### src/rtl/fpa_pkg.sv
// Package for the fixed-point ALU: operation codes, item and result types.
// Used by the front, back and top modules and the testbench; depends on nothing.
package fpa_pkg;

    localparam int FRAC_BITS_DEF = 8;
    localparam int MID_DEPTH     = 4;
    localparam int OUT_DEPTH     = 2;
    localparam int DIV_STAGES    = 32;

    typedef enum logic [3:0] {
        KIND_ADD  = 4'd0,
        KIND_SUB  = 4'd1,
        KIND_MUL  = 4'd2,
        KIND_DIV  = 4'd3,
        KIND_MIN  = 4'd4,
        KIND_MAX  = 4'd5,
        KIND_INC  = 4'd6,
        KIND_DEC  = 4'd7,
        KIND_INT  = 4'd8
    } kind_t;

    typedef enum logic [1:0] {
        CLS_PASS = 2'd0,
        CLS_MUL  = 2'd1,
        CLS_DIV  = 2'd2
    } cls_t;

    typedef struct packed {
        cls_t        cls;
        logic [31:0] res;
        logic        less;
        logic        equal;
        logic        greater;
        logic        dz;
        logic        neg;
        logic [31:0] mag_a;
        logic [31:0] mag_b;
    } fpa_item_t;

    typedef struct packed {
        logic [31:0] result;
        logic        less;
        logic        equal;
        logic        greater;
        logic        dz;
    } fpa_res_t;

endpackage

### src/rtl/fpa_front.sv
// Front part: takes operations, compares operands, computes the kinds other than
// multiply and divide and prepares magnitudes for those two. Depends on fpa_pkg.
module fpa_front #(
    parameter int FRAC_BITS = fpa_pkg::FRAC_BITS_DEF
) (
    input  logic                clk,
    input  logic                rst_n,
    input  logic                push,
    output logic                full,
    input  logic [3:0]          kind,
    input  logic signed [31:0]  operand_a,
    input  logic signed [31:0]  operand_b,
    output fpa_pkg::fpa_item_t  item,
    output logic                item_push,
    input  logic                item_full
);
    import fpa_pkg::*;

    logic       valid_reg;
    logic       valid_next;
    fpa_item_t  item_reg;
    fpa_item_t  item_next;
    logic       accept;

    assign full      = valid_reg && item_full;
    assign accept    = push && !full;
    assign item_push = valid_reg;
    assign item      = item_reg;

    always_comb
    begin
        item_next         = '0;
        item_next.cls     = CLS_PASS;
        item_next.less    = (operand_a < operand_b);
        item_next.equal   = (operand_a == operand_b);
        item_next.greater = (operand_a > operand_b);
        item_next.neg     = operand_a[31] ^ operand_b[31];
        item_next.mag_a   = operand_a[31] ? 32'(-operand_a) : operand_a;
        item_next.mag_b   = operand_b[31] ? 32'(-operand_b) : operand_b;
        unique case (kind)
            KIND_ADD: item_next.res = operand_a + operand_b;
            KIND_SUB: item_next.res = operand_a - operand_b;
            KIND_MUL: item_next.cls = CLS_MUL;
            KIND_DIV:
            begin
                if (operand_b == 32'sd0)
                begin
                    item_next.dz = 1'b1;
                end
                else
                begin
                    item_next.cls = CLS_DIV;
                end
            end
            KIND_MIN: item_next.res = (operand_a < operand_b) ? operand_a : operand_b;
            KIND_MAX: item_next.res = (operand_a > operand_b) ? operand_a : operand_b;
            KIND_INC: item_next.res = operand_a + 32'sd1;
            KIND_DEC: item_next.res = operand_a - 32'sd1;
            KIND_INT: item_next.res = operand_a >>> FRAC_BITS;
            default:  item_next.res = '0;
        endcase
    end

    assign valid_next = accept || (valid_reg && item_full);

    always_ff @(posedge clk or negedge rst_n)
    begin
        if (!rst_n)
        begin
            valid_reg <= 1'b0;
        end
        else
        begin
            valid_reg <= valid_next;
        end
    end

    always_ff @(posedge clk)
    begin
        if (accept)
        begin
            item_reg <= item_next;
        end
    end

endmodule

### config.mk
export PLATFORM = sky130hd
export DESIGN_NAME = fpa_front
export DESIGN_NICKNAME = d
export VERILOG_FILES = /design/src/rtl/fpa_pkg.sv /design/src/rtl/fpa_front.sv
export SDC_FILE = /design/constraint.sdc
export NUM_CORES = 1
export LEC_CHECK = 0
export ABC_AREA = 1
export BUFFER_PORTS_ARGS = -buffer_cell sky130_fd_sc_hd__buf_2
export CORE_ASPECT_RATIO = 1.2
export CORE_MARGIN = 1.5
export CORE_UTILIZATION = 55
export DETAILED_ROUTE_END_ITERATION = 10
export MAX_ROUTING_LAYER = met4
export PLACE_DENSITY = 0.87
export SLEW_MARGIN = 40
export SYNTH_ARGS = -nofsm -noshare
export SYNTH_HDL_FRONTEND = slang
export SYNTH_SLANG_ARGS = --single-unit
### constraint.sdc
create_clock -name clk -period 5.9 [get_ports clk]
set_input_delay 1.77 -clock clk [delete_from_list [all_inputs] [get_ports clk]]
set_output_delay 1.77 -clock clk [all_outputs]
set_load 0.01 [all_outputs]
==> results.toml <==
[worst_setup_path]
critPathKind = "in2reg"
critPathArrivalTime_ps = 5410
cp_num_buf_inv = 4
path_common_cell = "nand2_1"
critPathMaxFanout = 5
required_ps = 6020
end_kind = "flop"
worstRegToRegCells = 4
cpLargestDelayFamily = "simple AND/OR/NAND/NOR gates"
startpoint_type = "primary input"
r2r-start = "item_push$_DFF_PN0_"
cpPeakStageDelay_ps = 380
r2r_setup_slack_ps = 4380
r2r_end = "item[38]$_DFFE_PP_"
slowest_stage = "ha_1"

[pwr]
leakagePower_uw = 0.00642
p_seq_frac = 0.360
power_switching_uw = 1020
power_uw = 2510
internal-power_uw = 1490
pwr-share-clk = 0.240
p_sw_frac = 0.406
comb_power_share = 0.400
p_per_area_nw_per_um2 = 197
ir_drop_v = 0.000138

[floorplan]
initial_core_util = 0.566
fp.dieH_um = 159
dieArea_um2 = 21200
die_x_um = 133
ios = 177
fp-row-count = 56
core_area_um2 = 19800

[placement]
gp_congestion = 1.06
dp_hpwl_mm = 36.0
dpl_cell_area_um2 = 12400
portBuffers = 176

[sta]
fin_crit_ps = 5290
period_share = 0.897
slew_violations = 0
fmax_mhz = 189
hold_violations = 0
worstMarginPinSlew_ps = 837
fin_setup_tns_ps = 0
setup_viol = 0
rsz0062_at_grt = "no"
slew_headroom = 0.436
fin_skew_ps = 9.34

[routing]
drt-total-wl_mm = 44.1
drt_iter0_drc = 1486
via_per_inst = 5.91
via_count = 13000
drc = 0
wl_per_cell_um = 20.1
first_pass_iters = 6
ant_nets = 0

[min_path]
hold_start = "item_push$_DFF_PN0_"
hold_depth = 2
holdPathEnd = "item_push$_DFF_PN0_"
hold_class = "reg2reg"

[cells_and_area]
largest_register_ffs = 103
mostFrequentLayoutCells = "512 x nand2_1, 252 x inv_1, 202 x nor2_1"
fin_util = 0.644
nets = 2068
regArea_um2 = 3120
fillers = 1911
multi_input_area_um2 = 6950
drive_above_1_share = 0.130
area_delta_synth_final_pct = 13.9
layout_commonest_cell = "nand2_1"
fin_area_um2 = 12700

[clock_network]
clock_path_buffers = 2
cts_made_buffers = 9
cts_tree = "built"
insertion_delay_ps = 370
cts_resized = 0
cts.htree.levels = 3
clkSlewWorstSetupHoldPaths_ps = 90
clockRootBuffer = "clkbuf_16"
postCtsSetupBuffers = 0
clkSinkCount = 104
cts-hold-fix-buffers = 0

[synth]
synth_enable_flop_cells = 103
ys_seq_elements = 104
yosysTopAreaCell = "edfxtp_1"
ys_warn_count = 0
yosys-top-cells-area = "edfxtp_1 28%, nand2_1 17%, inv_1 8.5%"
yosys.area.top_type_share = 0.277
syn_inst = 1753
ys.flop_type = "edfxtp_1"
syn_area_um2 = 11200
syn-num-nets = 1896
async_reset_ff_frac = 0.00962
synth.distinct_cells = 46
avgSynthCellArea_um2 = 6.38
yosysSeqAreaShare = 0.279

[grt]
grt_pass1_vias = 12000
grt_first_pass_wirelength_mm = 65.7
grt_max_degree = 104
groute.usage.overall = 0.421
antenna_found_initial = 1
overflow = 0

[outcome]
status = "finished, final reports clean"

[job]
drv_cap = 0
per-stage QoR:
| step | instances | setup slack (ps) | hold slack [ps] |
|---|---|---|---|
| 4_1_cts | 2191 | 698 | 522 |
| 5_1_grt | 2192 | 379 | 565 |
| 6_report | 2192 | 607 | 505 |
| 2_1_floorplan | 1753 | 871 | 525 |
| 3_3_place_gp | 2174 | 403 | 481 |
| 3_5_place_dp | 2175 | 337 | 503 |
power groups by stage:
stage                     Combinational [µW]  Sequential [µW]  Clock, µW
after floorplan                          601              949          0
after global placement                   955              916          0
after detailed placement                 964              919          0
after CTS                                968              902        598
after global routing                    1090              905        624
final                                   1000              902        602
logic make-up after synthesis:
| logic type | share of synthesized area |
|---|---|
| and+or+nand+nor | 0.359 |
| buffers and inverters | 0.101 |
| AOI/OAI and AO/OA | 0.135 |
| DFF | 0.279 |
| adders and majority gates | 0.0808 |
| xor gates and xnor gates | 0.0454 |
layout make-up:
cell class	count	area share
multi-input combinational	1355	0.546
timing repair buffer	197	0.0841
sequential	104	0.245
antenna	1	0.000197
tap	261	0.0257
inverter	258	0.0763
clock buffer	10	0.0180
clock inverter	6	0.00452
worst max path at each step:
stage                       startpoint                 end  slack (ps)  cells after the start
final                     operand_b[0]  item[94]$_DFFE_PP_         610                     26
after global routing      operand_b[0]  item[98]$_DFFE_PP_         380                     28
after CTS                 operand_b[0]  item[94]$_DFFE_PP_         700                     26
after detailed placement  operand_b[0]  item[91]$_DFFE_PP_         340                     22
after global placement    operand_b[0]  item[91]$_DFFE_PP_         400                     22
after floorplan              item_full   item[0]$_DFFE_PP_         870                      3
per-layer routing:
layer,track usage,up-vias,share of wire
li1,-,6106,-
met1,0.550,5860,0.39
met3,0.0974,108,0.13
met5,-,-,0
met2,0.644,882,0.44
met4,0.141,0,0.037
worst register-to-register path, cell delays in order, from the launching register on:
cell and delay [ps]:
dfrtp_1 380, nand2_1 80, inv_1 70, nor2_4 100
buf_12 450
Yosys cell counts (7+ instances only):
| cell | count |
|---|---|
| nand2_1 | 512 |
| inv_1 | 252 |
| nor2_1 | 204 |
| nand3_1 | 148 |
| o21ai_0 | 109 |
| edfxtp_1 | 103 |
| a21oi_1 | 97 |
| ha_1 | 69 |
| xor2_1 | 53 |
| nand4_1 | 29 |
| clkbuf_1 | 27 |
| o211ai_1 | 24 |
| nor3_1 | 23 |
| o21bai_1 | 10 |
| or2_2 | 10 |
| nand2_2 | 7 |
| o22ai_1 | 7 |
Power figures use the tool's default switching activity.
