--- src/rtl/fpa_fifo.sv ---
// Small first-in first-out queue with registered storage.
// Stand-alone; used between the front and back parts and at the result side.
module fpa_fifo #(
    parameter int WIDTH = 8,
    parameter int DEPTH = 4
) (
    input  logic             clk,
    input  logic             rst_n,
    input  logic             wr_en,
    input  logic [WIDTH-1:0] wr_data,
    output logic             full,
    input  logic             rd_en,
    output logic [WIDTH-1:0] rd_data,
    output logic             empty
);
    localparam int PW = (DEPTH > 1) ? $clog2(DEPTH) : 1;
    localparam int CW = $clog2(DEPTH + 1);

    logic [WIDTH-1:0] mem [0:DEPTH-1];
    logic [PW-1:0]    wr_ptr_reg;
    logic [PW-1:0]    rd_ptr_reg;
    logic [CW-1:0]    count_reg;
    logic [PW-1:0]    wr_ptr_next;
    logic [PW-1:0]    rd_ptr_next;
    logic [CW-1:0]    count_next;
    logic             do_wr;
    logic             do_rd;

    assign full    = (count_reg == CW'(DEPTH));
    assign empty   = (count_reg == '0);
    assign do_wr   = wr_en && !full;
    assign do_rd   = rd_en && !empty;
    assign rd_data = mem[rd_ptr_reg];

    always_comb
    begin
        wr_ptr_next = wr_ptr_reg;
        rd_ptr_next = rd_ptr_reg;
        count_next  = count_reg;
        if (do_wr)
        begin
            wr_ptr_next = (wr_ptr_reg == PW'(DEPTH - 1)) ? '0 : wr_ptr_reg + 1'b1;
        end
        if (do_rd)
        begin
            rd_ptr_next = (rd_ptr_reg == PW'(DEPTH - 1)) ? '0 : rd_ptr_reg + 1'b1;
        end
        if (do_wr && !do_rd)
        begin
            count_next = count_reg + 1'b1;
        end
        else if (do_rd && !do_wr)
        begin
            count_next = count_reg - 1'b1;
        end
    end

    always_ff @(posedge clk or negedge rst_n)
    begin
        if (!rst_n)
        begin
            wr_ptr_reg <= '0;
            rd_ptr_reg <= '0;
            count_reg  <= '0;
        end
        else
        begin
            wr_ptr_reg <= wr_ptr_next;
            rd_ptr_reg <= rd_ptr_next;
            count_reg  <= count_next;
        end
    end

    always_ff @(posedge clk)
    begin
        if (do_wr)
        begin
            mem[wr_ptr_reg] <= wr_data;
        end
    end

endmodule

--- config.mk ---
export PLATFORM = sky130hd
export DESIGN_NAME = fpa_fifo
export DESIGN_NICKNAME = d
export VERILOG_FILES = /design/src/rtl/fpa_fifo.sv
export SDC_FILE = /design/constraint.sdc
export NUM_CORES = 1
export LEC_CHECK = 0
export BUFFER_PORTS_ARGS = -buffer_cell sky130_fd_sc_hd__buf_4
export CORE_ASPECT_RATIO = 1.25
export CORE_MARGIN = 2
export CORE_UTILIZATION = 50
export CTS_BUF_LIST = sky130_fd_sc_hd__clkbuf_8
export DETAILED_ROUTE_END_ITERATION = 10
export GPL_ROUTABILITY_DRIVEN = 0
export PLACE_DENSITY = 0.71
export SLEW_MARGIN = 10
export SYNTH_ARGS = -nofsm -noshare
export SYNTH_HDL_FRONTEND = slang
export SYNTH_SLANG_ARGS = --single-unit
--- constraint.sdc ---
create_clock -name clk -period 3.6 [get_ports clk]
set_input_delay 0.72 -clock clk [delete_from_list [all_inputs] [get_ports clk]]
set_output_delay 0.72 -clock clk [all_outputs]
set_load 0.01 [all_outputs]
==> results of run 1 <==
-- synth_stat cells (all sizes together) --
| library cell | n |
|---|---|
| nor3b | 1 |
| nand2b | 1 |
| xor2 | 2 |
| mux4 | 8 |
| xnor2 | 1 |
| inv | 3 |
| mux2 | 5 |
| fa | 1 |
| nor2 | 3 |
| nor2b | 1 |
| edfxtp | 32 |
| and2 | 4 |
| nor3 | 1 |
| ha | 6 |
| buf | 3 |
| dfrtp | 7 |
-- where the power goes --
group / switching [mW] / total (mW) / internal, mW
sequential: 0.108 / 0.719 / 0.611
clock: 0.152 / 0.428 / 0.276
combinational: 0.199 / 0.500 / 0.301
total: 0.460 / 1.65 / 1.19
-- metal layers --
layer | routed length [um] | GRT usage [%] | vias to the layer above
met4 | 74 | 10.98 | 0
met1 | 976 | 18.36 | 372
met3 | 113 | 4.204 | 7
met2 | 1225 | 24.55 | 22
li1 | - | - | 350
met5 | 0 | 0 | -
-- how the worst max path moves through the flow --
stage,startpoint,slack [ns],end
2_1_floorplan,count_reg[0],1.54,count_reg[2]
3_3_place_gp,wr_en,1.36,count_reg[2]
3_5_place_dp,wr_en,1.31,count_reg[2]
4_1_cts,rd_ptr_reg[0],1.09,rd_data[1]
5_1_grt,rd_ptr_reg[0],0.99,rd_data[5]
6_report,rd_ptr_reg[0],1.14,rd_data[1]
-- critical path, stage by stage (launching register included) --
cell     delay, ns
dfrtp_1       0.71
mux4_2        0.58
buf_4         0.16
-- cell type report --
cell class	instances	share of cell area, %
inverters	3	0.5803
multi-input cells	34	23.34
well taps	37	2.386
clock buffers	5	3.546
clock inverters	3	3.482
repair buffers	21	8.124
flip-flops and latches	39	58.54
-- cell families after synthesis --
logic type | count (synthesis) | share of synthesized area (%)
AND/OR/NAND/NOR | 11 | 5.405
flip-flops | 39 | 70.12
XOR/XNOR | 3 | 1.622
adder cells (fa/ha/maj) | 7 | 5.869
buffers and inverters | 6 | 1.930
multiplexers | 13 | 15.06
==> impl_metrics.env, run 1 <==
export IMPL_cts_inserted_buffers=5
export IMPL_core_region_area_sq_um=3166
export IMPL_worstPathArrival_ns=1.74
export IMPL_place_inst=134
export IMPL_max_freq_mhz=407.3
export IMPL_skew_ns=0.004601
export IMPL_cts_tree="yes"
export IMPL_area_delta_synth_final_pct=19.77
export IMPL_htree_levels=2
export IMPL_critical_path_peak_fanout=11
export IMPL_grt_usage_pct=15.71
export IMPL_synth_cell_type_count=19
export IMPL_cts_setup_buffers=0
export IMPL_regToRegStartpoint="count_reg[0]"
export IMPL_initial_utilization_pct=51.19
export IMPL_rows=23
export IMPL_rsz0062_at_grt="false"
export IMPL_critPathRequiredTime_ns=2.88
export IMPL_overflow=0
export IMPL_netlist_area_sq_um=1620
export IMPL_register_area_sq_um=1136
export IMPL_viasPerCell=5.289
export IMPL_final_cell_area_sq_um=1941
export IMPL_yosysWarningCount=0
export IMPL_r2r_end="count_reg[2]"
export IMPL_power_density_nw_per_um2=849.2
export IMPL_die_y_um=67.65
export IMPL_syn_inst=79
export IMPL_drc=0
export IMPL_worst_pin_slew_ns=0.5716
export IMPL_instances_no_fill=142
export IMPL_clk_pin_slew_ns=0.08
export IMPL_nNetsFinal=123
export IMPL_fin_crit_ns=2.455
export IMPL_yosysTopAreaCellShare_pct=59.31
export IMPL_critPathLaunchType="register"
export IMPL_ir_drop_uv=495.8
export IMPL_p_leak_nw=0.7347
export IMPL_synth_area_top_cells="edfxtp_1 59%, mux4_2 11%, dfrtp_1 11%"
export IMPL_diodes=0
export IMPL_hold_path_class="input pin to asynchronous set/reset pin"
export IMPL_fin_ws_ns=1.145
export IMPL_dp_slack_ns=1.310
export IMPL_first_pass_iters=4
export IMPL_drt_wl_total_mm=2.389
export IMPL_crit_type="register to output port"
export IMPL_final_common_cell="edfxtp_1"
export IMPL_postCtsHoldBufs=0
export IMPL_drive_gt1_share_pct=46.67
export IMPL_antenna_found_initial=0
export IMPL_port_buffers=21
export IMPL_ant_nets=0
export IMPL_wl_per_cell_um=16.82
export IMPL_status="complete, no violations"
export IMPL_synth_seq_cells=39
export IMPL_grt_pass1_vias=762
export IMPL_maxCapViolCount=0
export IMPL_largest_reg_flops=32
export IMPL_cts_resized_gates=0
export IMPL_mostFrequentLayoutCells="32 x edfxtp_1, 21 x buf_4, 8 x mux4_2"
export IMPL_ff2ff_setup_slack_ns=1.54
export IMPL_grt_pass1_wl_mm=3.719
export IMPL_setup_viol=0
export IMPL_multiInputGateArea_sq_um=452.9
export IMPL_post_dp_hpwl_mm=1.663
export IMPL_avgSynthCellArea_sq_um=20.51
export IMPL_min_period_over_period_pct=68.21
export IMPL_fp_dieW_um=54.92
export IMPL_fill_cells=244
export IMPL_yosysSeqAreaShare_pct=70.12
export IMPL_cp_end_kind="output port"
export IMPL_yosysTopAreaCell="edfxtp_1"
export IMPL_power_mw=1.648
export IMPL_clk_path_buf_depth=2
export IMPL_syn_num_nets=98
export IMPL_clk_latency_ns=0.29
export IMPL_clockRootBuffer="clkbuf_8"
export IMPL_via_count=751
export IMPL_finalSetupTns_ns=0
export IMPL_max_slew_margin_rel_pct=61.89
export IMPL_die_area_sq_um=3715
export IMPL_drtIter0Drc=20
export IMPL_ios=22
export IMPL_holdWs_ns=0.2220
export IMPL_rr_worst_depth=8
export IMPL_fin_util_pct=61.30
export IMPL_finalMaxSlewViolations=0
export IMPL_dpl_cell_area_sq_um=1804
export IMPL_hold_viol_final=0
export IMPL_clock_sinks=39
export IMPL_grt_max_degree=14
Note: power is estimated with default switching activity, not from simulation.
==> run 2: changes to the inputs <==
clock period = 2.3 ns   (was 3.6 ns; I/O delays follow)
==> run 2 against run 1 <==
Sequential share of layout area is 1.2 points higher. Total power is 42% higher. Hold slack better by 0.15 ns. Highest routed layer unchanged. Die area stayed put. Critical path type is now register to register. Largest cell class unchanged. Critical endpoint is now count_reg[2].
==> impl_metrics.env, run 2 (synthesized netlist as in run 1, its figures left out) <==
export IMPL_rsz0062_at_grt="false"
export IMPL_p_leak_nw=0.7289
export IMPL_clk_path_buf_depth=2
export IMPL_diodes=0
export IMPL_rows=23
export IMPL_status="complete, no violations"
export IMPL_grt_max_degree=12
export IMPL_fin_crit_ns=2.017
export IMPL_via_count=757
export IMPL_drive_gt1_share_pct=45.79
export IMPL_finalSetupTns_ns=0
export IMPL_htree_levels=2
export IMPL_drc=0
export IMPL_hold_viol_final=0
export IMPL_skew_ns=0.003895
export IMPL_cts_setup_buffers=0
export IMPL_largest_reg_flops=32
export IMPL_drtIter0Drc=17
export IMPL_hold_path_class="input pin to register"
export IMPL_antenna_found_initial=0
export IMPL_clock_sinks=39
export IMPL_clk_latency_ns=0.28
export IMPL_grt_pass1_vias=792
export IMPL_fin_util_pct=60.16
export IMPL_worstPathArrival_ns=2.23
export IMPL_viasPerCell=5.257
export IMPL_area_delta_synth_final_pct=17.53
export IMPL_clk_pin_slew_ns=0.07
export IMPL_min_period_over_period_pct=87.71
export IMPL_final_common_cell="edfxtp_1"
export IMPL_overflow=0
export IMPL_cp_end_kind="register"
export IMPL_clockRootBuffer="clkbuf_8"
export IMPL_multiInputGateArea_sq_um=452.9
export IMPL_drt_wl_total_mm=2.353
export IMPL_register_area_sq_um=1137
export IMPL_fp_dieW_um=54.92
export IMPL_maxCapViolCount=0
export IMPL_grt_usage_pct=15.39
export IMPL_first_pass_iters=4
export IMPL_port_buffers=21
export IMPL_cts_tree="yes"
export IMPL_max_slew_margin_rel_pct=71.45
export IMPL_ir_drop_uv=803.6
export IMPL_setup_viol=0
export IMPL_crit_type="register to register"
export IMPL_fill_cells=239
export IMPL_power_density_nw_per_um2=1228
export IMPL_worst_pin_slew_ns=0.4283
export IMPL_cts_inserted_buffers=5
export IMPL_critPathRequiredTime_ns=2.51
export IMPL_grt_pass1_wl_mm=3.732
export IMPL_die_area_sq_um=3715
export IMPL_ios=22
export IMPL_wl_per_cell_um=16.34
export IMPL_mostFrequentLayoutCells="32 x edfxtp_1, 22 x buf_4, 8 x mux4_2"
export IMPL_critical_path_peak_fanout=4
export IMPL_post_dp_hpwl_mm=1.691
export IMPL_finalMaxSlewViolations=0
export IMPL_core_region_area_sq_um=3166
export IMPL_critPathLaunchType="register"
export IMPL_nNetsFinal=125
export IMPL_ant_nets=0
export IMPL_max_freq_mhz=495.7
export IMPL_die_y_um=67.65
export IMPL_initial_utilization_pct=51.19
run 2: cell count changes in the layout (fill, tap and decap cells not counted), sizes merged:
cell         before  now
bufinv            2    0
inv               3    5
buf              21   22
clkinv            0    1
clkinvlp          1    0
dlygate4sd3       0    1
run 2: path summary, 6_finish.rpt:
kind	from	endpoint	slack [ns]	cells after the start
max reg2reg	count_reg[0]	count_reg[2]	0.28	8
max in group asynchronous	rst_n	rd_ptr_reg[0]	1.64	2
min	wr_data[4]	mem[1][4]	0.37	1
max	count_reg[0]	count_reg[2]	0.28	8
min reg2reg	count_reg[2]	count_reg[2]	0.51	1
min in group asynchronous	rst_n	count_reg[0]	0.52	2
run 2: what timing repair did:
| action | in CTS | in global routing |
|---|---|---|
| hold buffers | 1 | 0 |
| setup endpoints to repair | 0 | 8 |
| endpoints found under the hold margin | 7 | 0 |
| gates resized for setup | 0 | 1 |
run 2: metal layers:
metal / global-route usage [%] / vias up / routed length [um]
met4: 8.232 / 0 / 22
met1: 19.15 / 380 / 992
met2: 22.77 / 21 / 1201
met3: 6.195 / 2 / 136
met5: 0 / - / 0
li1: - / 354 / -
run 2: through the flow:
step | hold slack [ns] | area (sq um) | power [mW] | cells | setup WS [ns]
2_1_floorplan | 0.1644 | 1620 | 1.655 | 79 | 0.2364
3_3_place_gp | 0.2796 | 1812 | 1.913 | 135 | 0.2610
3_5_place_dp | 0.2828 | 1812 | 1.949 | 135 | 0.2760
4_1_cts | 0.3652 | 1903 | 2.370 | 144 | 0.06117
5_1_grt | 0.3597 | 1904 | 2.499 | 144 | 0.1393
6_report | 0.3721 | 1904 | 2.339 | 144 | 0.2826
run 2: report_power, final:
group	internal (mW)	leakage, nW	switching (mW)
logic	0.479	0.304	0.312
registers	0.958	0.374	0.166
clock network	0.204	0.0505	0.220
total	1.64	0.729	0.697
run 2: area by class of cell:
class / instances / share of cell area [%]
Clock buffer: 5 / 3.614
Tap cell: 37 / 2.431
Inverter: 3 / 0.5913
Clock inverter: 3 / 0.6570
Timing Repair Buffer: 23 / 9.198
Sequential cell: 39 / 59.72
Multi-Input combinational cell: 34 / 23.78
run 2: worst max-delay path, stage by stage (launching register included):
cell and delay [ns]:
dfrtp_1 0.46, nor3_1 0.28, nand2b_4 0.20, ha_1 0.17, inv_1 0.06, fa_1 0.37, xor2_1 0.15, nor2_1 0.11
xor2_1 0.15
